File: src/hdl/oaht_pkg.sv
// Shared widths, defaults and result codes for the open-addressing hash table.
// Used by the top level and by its port checker; depends on nothing.
`timescale 1ns / 1ps

package oaht_pkg;

  // Table geometry
  localparam int TABLE_SIZE_DEF = 16;
  localparam int MAX_RESULTS    = 16;

  // Field widths
  localparam int KEY_W     = 64;
  localparam int KEY_BYTES = 8;
  localparam int SUM_W     = 11;   // sum of eight bytes, at most 2040
  localparam int SLOT_W    = 4;
  localparam int DAY_W     = 5;
  localparam int MONTH_W   = 4;
  localparam int YEAR_W    = 16;
  localparam int VIOL_W    = 16;

  // Request operations
  localparam logic OP_INSERT = 1'b0;
  localparam logic OP_SEARCH = 1'b1;

  // Result outcome codes
  typedef logic [1:0] outcome_t;
  localparam outcome_t OUTC_INSERTED = 2'd0;
  localparam outcome_t OUTC_FULL     = 2'd1;
  localparam outcome_t OUTC_MATCH    = 2'd2;
  localparam outcome_t OUTC_NOMATCH  = 2'd3;

endpackage

File: src/hdl/open_addressing_hash_table.sv
// Open-addressing hash table: record memory, probe and scan sequencer, output register.
// Depends on oaht_pkg.
`timescale 1ns / 1ps

// The block takes one request at a time; in_stall stays high from acceptance until the
// request's final result has been loaded into the output register. An insert divides the
// 11-bit byte sum by TABLE_SIZE through a reciprocal multiplication, then forms the
// remainder, then probes the occupancy flags (1 to TABLE_SIZE probes), then loads the
// result. A search reads the record memory at most once per slot through its single read
// port, one slot per cycle while no new match waits on out_stall. Both also wait while
// out_stall holds back a result. A search emits one result per matching slot in slot
// order (at most 16) or one no-match result; out_last marks the final one. Occupancy
// flags clear at reset; no clearing pass is run.
module open_addressing_hash_table #(
  parameter int TABLE_SIZE = oaht_pkg::TABLE_SIZE_DEF
) (
  input  logic                        clk,
  input  logic                        rst_n,
  // request channel
  input  logic                        in_valid,
  output logic                        in_stall,
  input  logic                        in_operation,
  input  logic [oaht_pkg::KEY_W-1:0]  in_key_bytes,
  input  logic [oaht_pkg::DAY_W-1:0]  in_day,
  input  logic [oaht_pkg::MONTH_W-1:0] in_month,
  input  logic [oaht_pkg::YEAR_W-1:0] in_year,
  input  logic [oaht_pkg::VIOL_W-1:0] in_violation_code,
  // result channel
  output logic                        out_valid,
  input  logic                        out_stall,
  output oaht_pkg::outcome_t          out_outcome,
  output logic [oaht_pkg::SLOT_W-1:0] out_slot,
  output logic [oaht_pkg::DAY_W-1:0]  out_day,
  output logic [oaht_pkg::MONTH_W-1:0] out_month,
  output logic [oaht_pkg::YEAR_W-1:0] out_year,
  output logic [oaht_pkg::VIOL_W-1:0] out_violation,
  output logic                        out_last
);

  localparam int IDX_W  = (TABLE_SIZE > 1) ? $clog2(TABLE_SIZE) : 1;
  localparam int TRY_W  = $clog2(TABLE_SIZE + 1);
  localparam int CNT_W  = $clog2(oaht_pkg::MAX_RESULTS + 1);
  // Reciprocal exact for every sum below 2**SUM_W
  localparam int RECIP_SHIFT = oaht_pkg::SUM_W + IDX_W;
  localparam int PROD_W      = RECIP_SHIFT + oaht_pkg::SUM_W;

  localparam logic [PROD_W-1:0] RECIP =
    PROD_W'(((1 << RECIP_SHIFT) + TABLE_SIZE - 1) / TABLE_SIZE);
  localparam logic [oaht_pkg::SUM_W-1:0] TS_SUM = oaht_pkg::SUM_W'(TABLE_SIZE);
  localparam logic [IDX_W-1:0] LAST_IDX  = IDX_W'(TABLE_SIZE - 1);
  localparam logic [TRY_W:0]   TS_WIDE   = (TRY_W + 1)'(TABLE_SIZE);
  localparam logic [TRY_W-1:0] TRY_LIMIT = TRY_W'(TABLE_SIZE);
  localparam logic [CNT_W-1:0] CNT_LAST  = CNT_W'(oaht_pkg::MAX_RESULTS - 1);

  // Sequencer states
  localparam logic [2:0] ST_IDLE     = 3'd0;
  localparam logic [2:0] ST_HASH     = 3'd1;
  localparam logic [2:0] ST_PROBE    = 3'd2;
  localparam logic [2:0] ST_SCAN_RD  = 3'd3;
  localparam logic [2:0] ST_SCAN_CMP = 3'd4;
  localparam logic [2:0] ST_EMIT     = 3'd5;
  localparam logic [2:0] ST_MOD      = 3'd6;

  typedef struct packed {
    logic [oaht_pkg::KEY_W-1:0]   key;
    logic [oaht_pkg::DAY_W-1:0]   day;
    logic [oaht_pkg::MONTH_W-1:0] month;
    logic [oaht_pkg::YEAR_W-1:0]  year;
    logic [oaht_pkg::VIOL_W-1:0]  viol;
  } rec_t;

  typedef struct packed {
    oaht_pkg::outcome_t            outcome;
    logic [oaht_pkg::SLOT_W-1:0]   slot;
    logic [oaht_pkg::DAY_W-1:0]    day;
    logic [oaht_pkg::MONTH_W-1:0]  month;
    logic [oaht_pkg::YEAR_W-1:0]   year;
    logic [oaht_pkg::VIOL_W-1:0]   viol;
  } res_t;

  // Map a table index onto the 4-bit slot field, masking or zero-extending
  function automatic logic [oaht_pkg::SLOT_W-1:0] to_slot(input logic [IDX_W-1:0] idx);
    logic [IDX_W+oaht_pkg::SLOT_W-1:0] wide;
    begin
      wide = {{oaht_pkg::SLOT_W{1'b0}}, idx};
      return wide[oaht_pkg::SLOT_W-1:0];
    end
  endfunction

  // Control registers
  logic [2:0]            state_r, state_nxt;
  logic [TABLE_SIZE-1:0] used_r, used_nxt;
  logic                  pend_valid_r, pend_valid_nxt;
  logic                  out_valid_r, out_valid_nxt;

  // Working registers
  rec_t                  req_r, req_nxt;
  logic [oaht_pkg::SUM_W-1:0] rem_r, rem_nxt;
  logic [oaht_pkg::SUM_W-1:0] quo_r, quo_nxt;
  logic [IDX_W-1:0]      pos_r, pos_nxt;
  logic [TRY_W-1:0]      tries_r, tries_nxt;
  logic [IDX_W-1:0]      scan_idx_r, scan_idx_nxt;
  logic [CNT_W-1:0]      cnt_r, cnt_nxt;
  res_t                  pend_r, pend_nxt;
  res_t                  out_r;
  logic                  out_last_r;

  // Record memory
  rec_t                  rec_mem [TABLE_SIZE];
  rec_t                  rd_data_r;
  logic                  rd_en;
  logic [IDX_W-1:0]      rd_addr;
  logic                  mem_we;

  // Datapath helpers
  logic [oaht_pkg::KEY_W-1:0] in_key_canon;
  logic [oaht_pkg::SUM_W-1:0] in_key_sum;
  logic                  key_alive;
  logic [PROD_W-1:0]     recip_prod;
  logic [oaht_pkg::SUM_W-1:0] sum_quo;
  logic [oaht_pkg::SUM_W-1:0] sum_rem;
  logic [TRY_W:0]        probe_sum;
  logic [IDX_W-1:0]      probe_pos;
  logic                  hit;
  logic                  out_free;
  logic                  emit;
  logic                  emit_last;

  // Truncate the key at its first zero byte and sum the surviving bytes
  always_comb begin
    in_key_canon = '0;
    in_key_sum   = '0;
    key_alive    = 1'b1;
    for (int i = 0; i < oaht_pkg::KEY_BYTES; i++) begin
      if (in_key_bytes[8*i +: 8] == 8'd0) begin
        key_alive = 1'b0;
      end
      if (key_alive) begin
        in_key_canon[8*i +: 8] = in_key_bytes[8*i +: 8];
        in_key_sum = in_key_sum + oaht_pkg::SUM_W'(in_key_bytes[8*i +: 8]);
      end
    end
  end

  // Quotient of the byte sum by the table size through the reciprocal
  always_comb begin
    recip_prod = PROD_W'(rem_r) * RECIP;
    sum_quo    = recip_prod[RECIP_SHIFT +: oaht_pkg::SUM_W];
  end

  // Remainder from the registered quotient
  assign sum_rem = rem_r - quo_r * TS_SUM;

  // Next probe position: previous position plus try number, wrapped once
  always_comb begin
    probe_sum = (TRY_W + 1)'(pos_r) + (TRY_W + 1)'(tries_r);
    if (probe_sum >= TS_WIDE) begin
      probe_sum = probe_sum - TS_WIDE;
    end
    probe_pos = probe_sum[IDX_W-1:0];
  end

  assign hit      = used_r[scan_idx_r] && (rd_data_r.key == req_r.key);
  assign out_free = !out_valid_r || !out_stall;

  // Sequencer
  always_comb begin
    state_nxt      = state_r;
    used_nxt       = used_r;
    pend_valid_nxt = pend_valid_r;
    req_nxt        = req_r;
    rem_nxt        = rem_r;
    quo_nxt        = quo_r;
    pos_nxt        = pos_r;
    tries_nxt      = tries_r;
    scan_idx_nxt   = scan_idx_r;
    cnt_nxt        = cnt_r;
    pend_nxt       = pend_r;
    mem_we         = 1'b0;
    rd_en          = 1'b0;
    rd_addr        = scan_idx_r;
    emit           = 1'b0;
    emit_last      = 1'b1;

    case (state_r)
      ST_IDLE: begin
        // take a request
        if (in_valid) begin
          req_nxt.key   = in_key_canon;
          req_nxt.day   = in_day;
          req_nxt.month = in_month;
          req_nxt.year  = in_year;
          req_nxt.viol  = in_violation_code;
          rem_nxt       = in_key_sum;
          scan_idx_nxt  = '0;
          cnt_nxt       = '0;
          if (in_operation == oaht_pkg::OP_SEARCH) begin
            state_nxt = ST_SCAN_RD;
          end else begin
            state_nxt = ST_HASH;
          end
        end
      end

      ST_HASH: begin
        // divide the byte sum by the table size
        quo_nxt   = sum_quo;
        state_nxt = ST_MOD;
      end

      ST_MOD: begin
        // take the remainder as the home slot
        pos_nxt   = sum_rem[IDX_W-1:0];
        tries_nxt = TRY_W'(1);
        state_nxt = ST_PROBE;
      end

      ST_PROBE: begin
        // store at the first free slot, or give up after a full round of tries
        if (!used_r[pos_r]) begin
          mem_we           = 1'b1;
          used_nxt[pos_r]  = 1'b1;
          pend_nxt         = '0;
          pend_nxt.outcome = oaht_pkg::OUTC_INSERTED;
          pend_nxt.slot    = to_slot(pos_r);
          pend_valid_nxt   = 1'b1;
          state_nxt        = ST_EMIT;
        end else if (tries_r == TRY_LIMIT) begin
          pend_nxt         = '0;
          pend_nxt.outcome = oaht_pkg::OUTC_FULL;
          pend_valid_nxt   = 1'b1;
          state_nxt        = ST_EMIT;
        end else begin
          pos_nxt   = probe_pos;
          tries_nxt = tries_r + TRY_W'(1);
        end
      end

      ST_SCAN_RD: begin
        // issue the read of the first slot
        rd_en     = 1'b1;
        rd_addr   = scan_idx_r;
        state_nxt = ST_SCAN_CMP;
      end

      ST_SCAN_CMP: begin
        // hold while a new match must push out a pending one and the output is full
        if (!(hit && pend_valid_r && !out_free)) begin
          if (hit) begin
            if (pend_valid_r) begin
              emit      = 1'b1;
              emit_last = 1'b0;
            end
            pend_nxt.outcome = oaht_pkg::OUTC_MATCH;
            pend_nxt.slot    = to_slot(scan_idx_r);
            pend_nxt.day     = rd_data_r.day;
            pend_nxt.month   = rd_data_r.month;
            pend_nxt.year    = rd_data_r.year;
            pend_nxt.viol    = rd_data_r.viol;
            pend_valid_nxt   = 1'b1;
            cnt_nxt          = cnt_r + CNT_W'(1);
          end
          if ((hit && cnt_r == CNT_LAST) || scan_idx_r == LAST_IDX) begin
            if (!hit && !pend_valid_r) begin
              pend_nxt         = '0;
              pend_nxt.outcome = oaht_pkg::OUTC_NOMATCH;
              pend_valid_nxt   = 1'b1;
            end
            state_nxt = ST_EMIT;
          end else begin
            scan_idx_nxt = scan_idx_r + IDX_W'(1);
            rd_en        = 1'b1;
            rd_addr      = scan_idx_r + IDX_W'(1);
          end
        end
      end

      ST_EMIT: begin
        // send the final result of the request
        if (out_free) begin
          emit           = 1'b1;
          emit_last      = 1'b1;
          pend_valid_nxt = 1'b0;
          state_nxt      = ST_IDLE;
        end
      end

      default: begin
        state_nxt = ST_IDLE;
      end
    endcase
  end

  // Output register: load on emit, drop when taken
  always_comb begin
    if (emit) begin
      out_valid_nxt = 1'b1;
    end else if (!out_stall) begin
      out_valid_nxt = 1'b0;
    end else begin
      out_valid_nxt = out_valid_r;
    end
  end

  // Control state
  always_ff @(posedge clk) begin
    if (!rst_n) begin
      state_r      <= ST_IDLE;
      used_r       <= '0;
      pend_valid_r <= 1'b0;
      out_valid_r  <= 1'b0;
    end else begin
      state_r      <= state_nxt;
      used_r       <= used_nxt;
      pend_valid_r <= pend_valid_nxt;
      out_valid_r  <= out_valid_nxt;
    end
  end

  // Working and payload registers
  always_ff @(posedge clk) begin
    req_r      <= req_nxt;
    rem_r      <= rem_nxt;
    quo_r      <= quo_nxt;
    pos_r      <= pos_nxt;
    tries_r    <= tries_nxt;
    scan_idx_r <= scan_idx_nxt;
    cnt_r      <= cnt_nxt;
    pend_r     <= pend_nxt;
    if (emit) begin
      out_r      <= pend_r;
      out_last_r <= emit_last;
    end
  end

  // Record memory: one write port, one registered read port
  always_ff @(posedge clk) begin
    if (mem_we) begin
      rec_mem[pos_r] <= req_r;
    end
    if (rd_en) begin
      rd_data_r <= rec_mem[rd_addr];
    end
  end

  assign in_stall      = (state_r != ST_IDLE);
  assign out_valid     = out_valid_r;
  assign out_outcome   = out_r.outcome;
  assign out_slot      = out_r.slot;
  assign out_day       = out_r.day;
  assign out_month     = out_r.month;
  assign out_year      = out_r.year;
  assign out_violation = out_r.viol;
  assign out_last      = out_last_r;

endmodule

File: config.mk
export PLATFORM = sky130hd
export DESIGN_NAME = open_addressing_hash_table
export DESIGN_NICKNAME = d
export VERILOG_FILES = /design/src/hdl/oaht_pkg.sv /design/src/hdl/open_addressing_hash_table.sv
export SDC_FILE = /design/constraint.sdc
export NUM_CORES = 2
export LEC_CHECK = 0
export ABC_CLOCK_PERIOD_IN_PS = 10500
export BUFFER_PORTS_ARGS = -buffer_cell sky130_fd_sc_hd__buf_2
export CAP_MARGIN = 10
export CORE_ASPECT_RATIO = 0.7
export CORE_MARGIN = 3
export CORE_UTILIZATION = 35
export CTS_CLUSTER_SIZE = 25
export DETAILED_ROUTE_END_ITERATION = 8
export GPL_TIMING_DRIVEN = 0
export PLACE_DENSITY_LB_ADDON = 0.12
export SLEW_MARGIN = 10
export SYNTH_ARGS = -nofsm -noshare
export SYNTH_HDL_FRONTEND = slang
export SYNTH_SLANG_ARGS = --single-unit
export TNS_END_PERCENT = 5
File: constraint.sdc
create_clock -name clk -period 10.5 [get_ports clk]
set_clock_uncertainty 0.05 [all_clocks]
set_input_delay 2.1 -clock clk [delete_from_list [all_inputs] [get_ports clk]]
set_output_delay 2.1 -clock clk [all_outputs]
set_load 0.05 [all_outputs]
# After elaboration in Yosys (flattened, before gate mapping)
# Memory sizes are Yosys's and may differ from the RTL's. A register that Yosys moved wholly into a read port is not among the register bits.
# Cells that the tools add are included.
# totals
out_inout_bits	50
n_memories	1
mem_bits_rw	1680
inputBits	110
reg_bits	243
# op_classes
n_mux	76
magnitude_cmp	4
addsub	13
n_bitwise	4
reduce_logical	36
eq_ne	19
# mem_list
memory	depth	width	rd	rd_clocked_by_memory_dff	wr	line_no	rtl
rec_mem	16	105	1	1	1	open_addressing_hash_table.sv:109	rec_t rec_mem [TABLE_SIZE];
# ops
op	n
$mux 47	6
$pmux 47 s2	1
$eq 64x64->1	1
$logic_not 8->1	8
$mux 4	15
$mux 1	31
$add 4x4->4	7
$mux 5	5
$pmux 3 s7	1
$pmux 5 s2	2
$mux 3	6
$or 16x16->16	1
$pmux 4 s2	2
$ne 2x2->1 const B	7
$add 5x1->5 const B	2
$lt 4x5->1 const B	2
$eq 3x3->1 const B	3
$bmux 1 s4	2
$reduce_and 4->1	2
$sub 4x1->4 const B	2
$add 4x5->6	1
$eq 3x2->1 const B	2
$ge 6x5->1 const B	1
$logic_and 1x1->1	6
22 further kinds	36

# Depth between registers and ports, before layout
# logic_depth
word_depth	16
ltp_mapped	33

# Least setup slack after synthesis
# OpenSTA, ideal clock, no wires.
# synth_timing
kind	flip-flop to flip-flop
from	register pos_r[0]
to	memory rec_mem[2][0] (netlist bit) (enable)
required_time_ns	9.750
slack_ns	0.391
arrival_time_ns	9.360
stages_incl_launch_ff	6
n_path_buf	1
cell_sequence	edfxtp_1 > clkbuf_1 > mux4_2 > mux4_2 > or4_1 > nor3_1
# synth_via
elab_chain_len	6
# synth_rtl
item	line_no	rtl
start: declaration	open_addressing_hash_table.sv:100	logic [IDX_W-1:0] pos_r, pos_nxt;
start signal: assignment	open_addressing_hash_table.sv:325	pos_r <= pos_nxt;
$bmux 1 s4	open_addressing_hash_table.sv:220	if (!used_r[pos_r]) begin
$mux 1 (implied by the code)	open_addressing_hash_table.sv:220	
$mux 1	open_addressing_hash_table.sv:220	
$mux 1	open_addressing_hash_table.sv:185	case (state_r)
$mux 1	open_addressing_hash_table.sv:338	if (mem_we) begin
$mux 1 (implied by the code)	open_addressing_hash_table.sv:339	rec_mem[pos_r] <= req_r;
end: declaration	open_addressing_hash_table.sv:109	
# Parallel ways exist; a longest one is shown, timed or not. The select of a mux whose other input is x is not followed.

# Worst setup path in the final report
# layout_timing
from	input in_key_bytes[6] (netlist bit)
to	register rem_r[3] (netlist bit), data pin
# layout_via
elab_chain_len	16
elab_cells_between_ends	24
# layout_rtl
item	line_no	rtl
start: declaration	open_addressing_hash_table.sv:23	input logic [oaht_pkg::KEY_W-1:0] in_key_bytes,
$logic_not 8->1 (*)	open_addressing_hash_table.sv:135	if (in_key_bytes[8*i +: 8] == 8'd0) begin
$mux 4 / $mux 1 (equally long branches)	open_addressing_hash_table.sv:138, open_addressing_hash_table.sv:135	
$add 4x4->4 / $mux 1 (equally long branches)	open_addressing_hash_table.sv:140, open_addressing_hash_table.sv:135	
$mux 4	open_addressing_hash_table.sv:138	if (key_alive) begin
$add 4x4->4	open_addressing_hash_table.sv:140	in_key_sum = in_key_sum + oaht_pkg::SUM_W'(in_key_bytes[8*i +: 8]);
$mux 4	open_addressing_hash_table.sv:138	
$add 4x4->4	open_addressing_hash_table.sv:140	
$mux 4	open_addressing_hash_table.sv:138	
$add 4x4->4	open_addressing_hash_table.sv:140	
$mux 4	open_addressing_hash_table.sv:138	
$add 4x4->4	open_addressing_hash_table.sv:140	
$mux 4	open_addressing_hash_table.sv:138	
$add 4x4->4	open_addressing_hash_table.sv:140	
$mux 4	open_addressing_hash_table.sv:138	
$add 4x4->4	open_addressing_hash_table.sv:140	
$mux 4 (*)	open_addressing_hash_table.sv:138	
named net in_key_sum (one bit)	open_addressing_hash_table.sv:117	logic [oaht_pkg::SUM_W-1:0] in_key_sum;
end signal: assignment	open_addressing_hash_table.sv:323	rem_r <= rem_nxt;
end: declaration	open_addressing_hash_table.sv:98	logic [oaht_pkg::SUM_W-1:0] rem_r, rem_nxt;
# The timed path passes the listed nets; every way through them passes the cells marked *.
# A chain may end at the register's enable or synchronous reset.

==> flow_summary.ini <==
[power_and_ir_drop]
p_leak_nw = 36.0
ir_drop_mv = 0.152
p_per_area_nw_per_um2 = 308
power_mw = 33.1

[timing]
min_period_ps = 9610
worstMarginPinSlew_ps = 1400
hold_viol_final = 0
hold_ws_ps = 401
slew_viol_final = 0
period_share_pct = 91.5
setup_tns_ps = 0
setup_viol = 0
maxSlewHeadroom_pct = 6.59
rsz0062_at_grt = false
fmax_mhz = 104

[clock_network]
ctsResizeCount = 0
postCtsHoldBufs = 0
root_buffer = clkbuf_16
post-cts-setup-buffers = 0
clkTransAtPathRegs_ps = 60
cts_htree_levels = 4
cts_tree = yes
clock_path_buffers = 4
clock_latency_ps = 910
cts_sinks = 2028
numCtsBuffers = 216

[finish]
drive_gt1_share_pct = 20.7
area_growth_pct = 15.8
final_cells = 9849
final_area_um2 = 107000
final_net_count = 6318

[min_path]
min_path_type = reg -> reg
min_from = pend_r[21]
holdPathEnd = out_year[5]
hold_depth = 0

[synth]
synthDistinctLibCells = 59
synth_compound_area_share_pct = 6.67
yosys.cell_count.top_type = edfxtp_1
async_flop_share_pct = 0
synth_ff_type = edfxtp_1
synth_top_family_by_area = multiplexers
synth_area_um2 = 92600
yosysTopAreaCell = edfxtp_1
ys_seq_area_share_pct = 65.5
synth_fp_nets = 5780
synth_cells = 5633
yosys_warnings = 0
synth.area.mux_share_pct = 19.9
yosys_register_bits = 2028
synth-edff-count = 2007
synth_xor_area_share_pct = 0.898
synth_top_area_share_pct = 65.1
synth_simple_gate_area_share_pct = 4.43
synthAdderAreaFrac_pct = 0.565
synth_area_per_cell_um2 = 16.4
synth_common_cells = edfxtp_1, mux2i_1, mux4_2
synthTopCellsByArea = edfxtp_1, mux4_2, mux2i_1, a211oi_1, o22ai_1

[critical_path]
reg2reg_depth = 13
r2r-end = rd_data_r[88]
critical_path_class = in -> reg
end_kind = flop
crit_arrival_ps = 10170
worstReg2RegStart = req_r[43]
critical-path-top-delay-family = adder cells
slowest_delay_ps = 640
cp_max_fo = 10
cp_common_cell = xnor2_1
critPathBufInv = 4
required_ps = 11060
slowest_stage = xor2_1
rrSetupSlack_ps = 2440
worstSetupStartpointType = input port

[grt]
antenna_found_initial = 37
grtUsageMet1_pct = 37.4
gr-usage-met2_pct = 32.3
grt_use_total_pct = 23.7
met3_usage_pct = 5.09
gr-max-usage-layer = met1
grt_overflow = 0
grt_max_degree = 43
grt_pass1_vias = 55400
grt_first_pass_wirelength_um = 451000

[routing]
drc = 0
viasPerCell = 5.84
first_pass_iters = 5
drt_wl_total_um = 328000
antenna_left = 0
wl_per_cell_um = 33.3
num_vias = 57600
drt_iter0_drc = 7655

[die]
coreArea_um2 = 262000
fp.dieH_um = 436
die-width_um = 621
rows = 157
start_util_pct = 35.3
pin_count = 160
fp.dieArea_um2 = 271000

[placed_design]
gp_congestion = 0.831
placed_cell_area_um2 = 100000
io_buffers = 159
hpwlAfterDp_um = 240000
place_inst = 9450

[status]
outcome = completed

[flow_run]
cap_viol_max_count = 0
## power by group
group | internal, mW | leakage, nW | switching [mW]
clock | 4.25 | 3.27 | 3.27
sequential | 10.2 | 18.3 | 0.756
combinational | 5.05 | 14.4 | 9.50
## layout by cell type, fill, tap and decap left out, drive strengths merged, types with 24 or more instances in the layout
master / netlist / final
edfxtp: 2007 / 2007
buf: 128 / 446
nor2b: 153 / 153
ha: 29 / 29
o32a: 35 / 35
nand2: 303 / 303
nor4: 28 / 28
or4: 77 / 77
mux2i: 740 / 740
clkinv: 0 / 93
mux4: 427 / 427
a211oi: 282 / 282
and2: 48 / 48
xor2: 71 / 71
clkbuf: 307 / 573
o211ai: 34 / 34
nor2: 152 / 152
a21oi: 175 / 175
a32oi: 34 / 34
inv: 27 / 30
mux2: 122 / 122
o32ai: 35 / 35
o22ai: 245 / 245
xnor2: 24 / 24
## kinds of logic (layout without fill, tap and decap cells)
group | Yosys count | in the layout
simple gates | 822 | 822
xor+xnor | 95 | 95
compound gates | 900 | 900
flops | 2028 | 2028
mux | 1289 | 1289
buf+inv | 462 | 1167
other cells | 0 | 13
fa+ha+maj | 37 | 37
## worst max-delay path by stage
stage	start	end	slack (ps)	cells after the start
after floorplan	pos_r[0]	rec_mem[2][0]	390	5
after global placement	pos_r[0]	rec_mem[2][31]	-9960	5
after detailed placement	in_key_bytes[6]	rem_r[3]	200	33
after CTS	in_key_bytes[6]	rem_r[3]	1110	33
after global routing	in_key_bytes[6]	rem_r[3]	700	33
final	in_key_bytes[6]	rem_r[3]	890	33
## worst register-to-register path: stages (launching register included)
cell and delay [ps]:
edfxtp_1 900, xor2_1 450, nor4_1 1050, nand4_1 390, nor4_4 1160, a21o_1 220
buf_2 290, buf_2 540, buf_4 420, buf_4 340, buf_2 570, nand2_4 560
buf_16 400, buf_16 340
## cell type report
cell class                 count  area, um2
tap                         3498       4380
antenna                       13       32.5
timing repair buffer         320       3310
sequential                  2028      60700
multi-input combinational   3143      30200
clock inverter               121       1030
clock buffer                 264       5670
buffer                       435       1830
fill                       23700     155000
inverter                      27        101
## through the flow
stage          util [%]  worst slack, ps
2_1_floorplan         -              391
3_3_place_gp       37.3            -9960
3_5_place_dp       38.3              201
4_1_cts            40.8             1110
5_1_grt            40.9              700
6_report           40.9              891
## registers in the layout, summed over array words and instances (netlist names)
name	flops
used_r	16
scan_idx_r	4
rd_data_r	105
state_r	3
tries_r	5
out_valid	1
req_r	105
pend_r	47
pos_r	4
out_day	5
out_last	1
rem_r	4
out_month	4
pend_valid_r	1
out_violation	16
out_slot	4
cnt_r	5
out_year	16
out_outcome	2
rec_mem	1680
## per-layer routing
metal	share of wire, %	vias to the layer above	routed length, um
met2	40	2737	133000
li1	-	24000	-
met1	47	30400	154000
met5	0.020	-	65
met4	3.3	10	10700
met3	9.4	407	30700
Note: power is estimated with default switching activity, not from simulation.
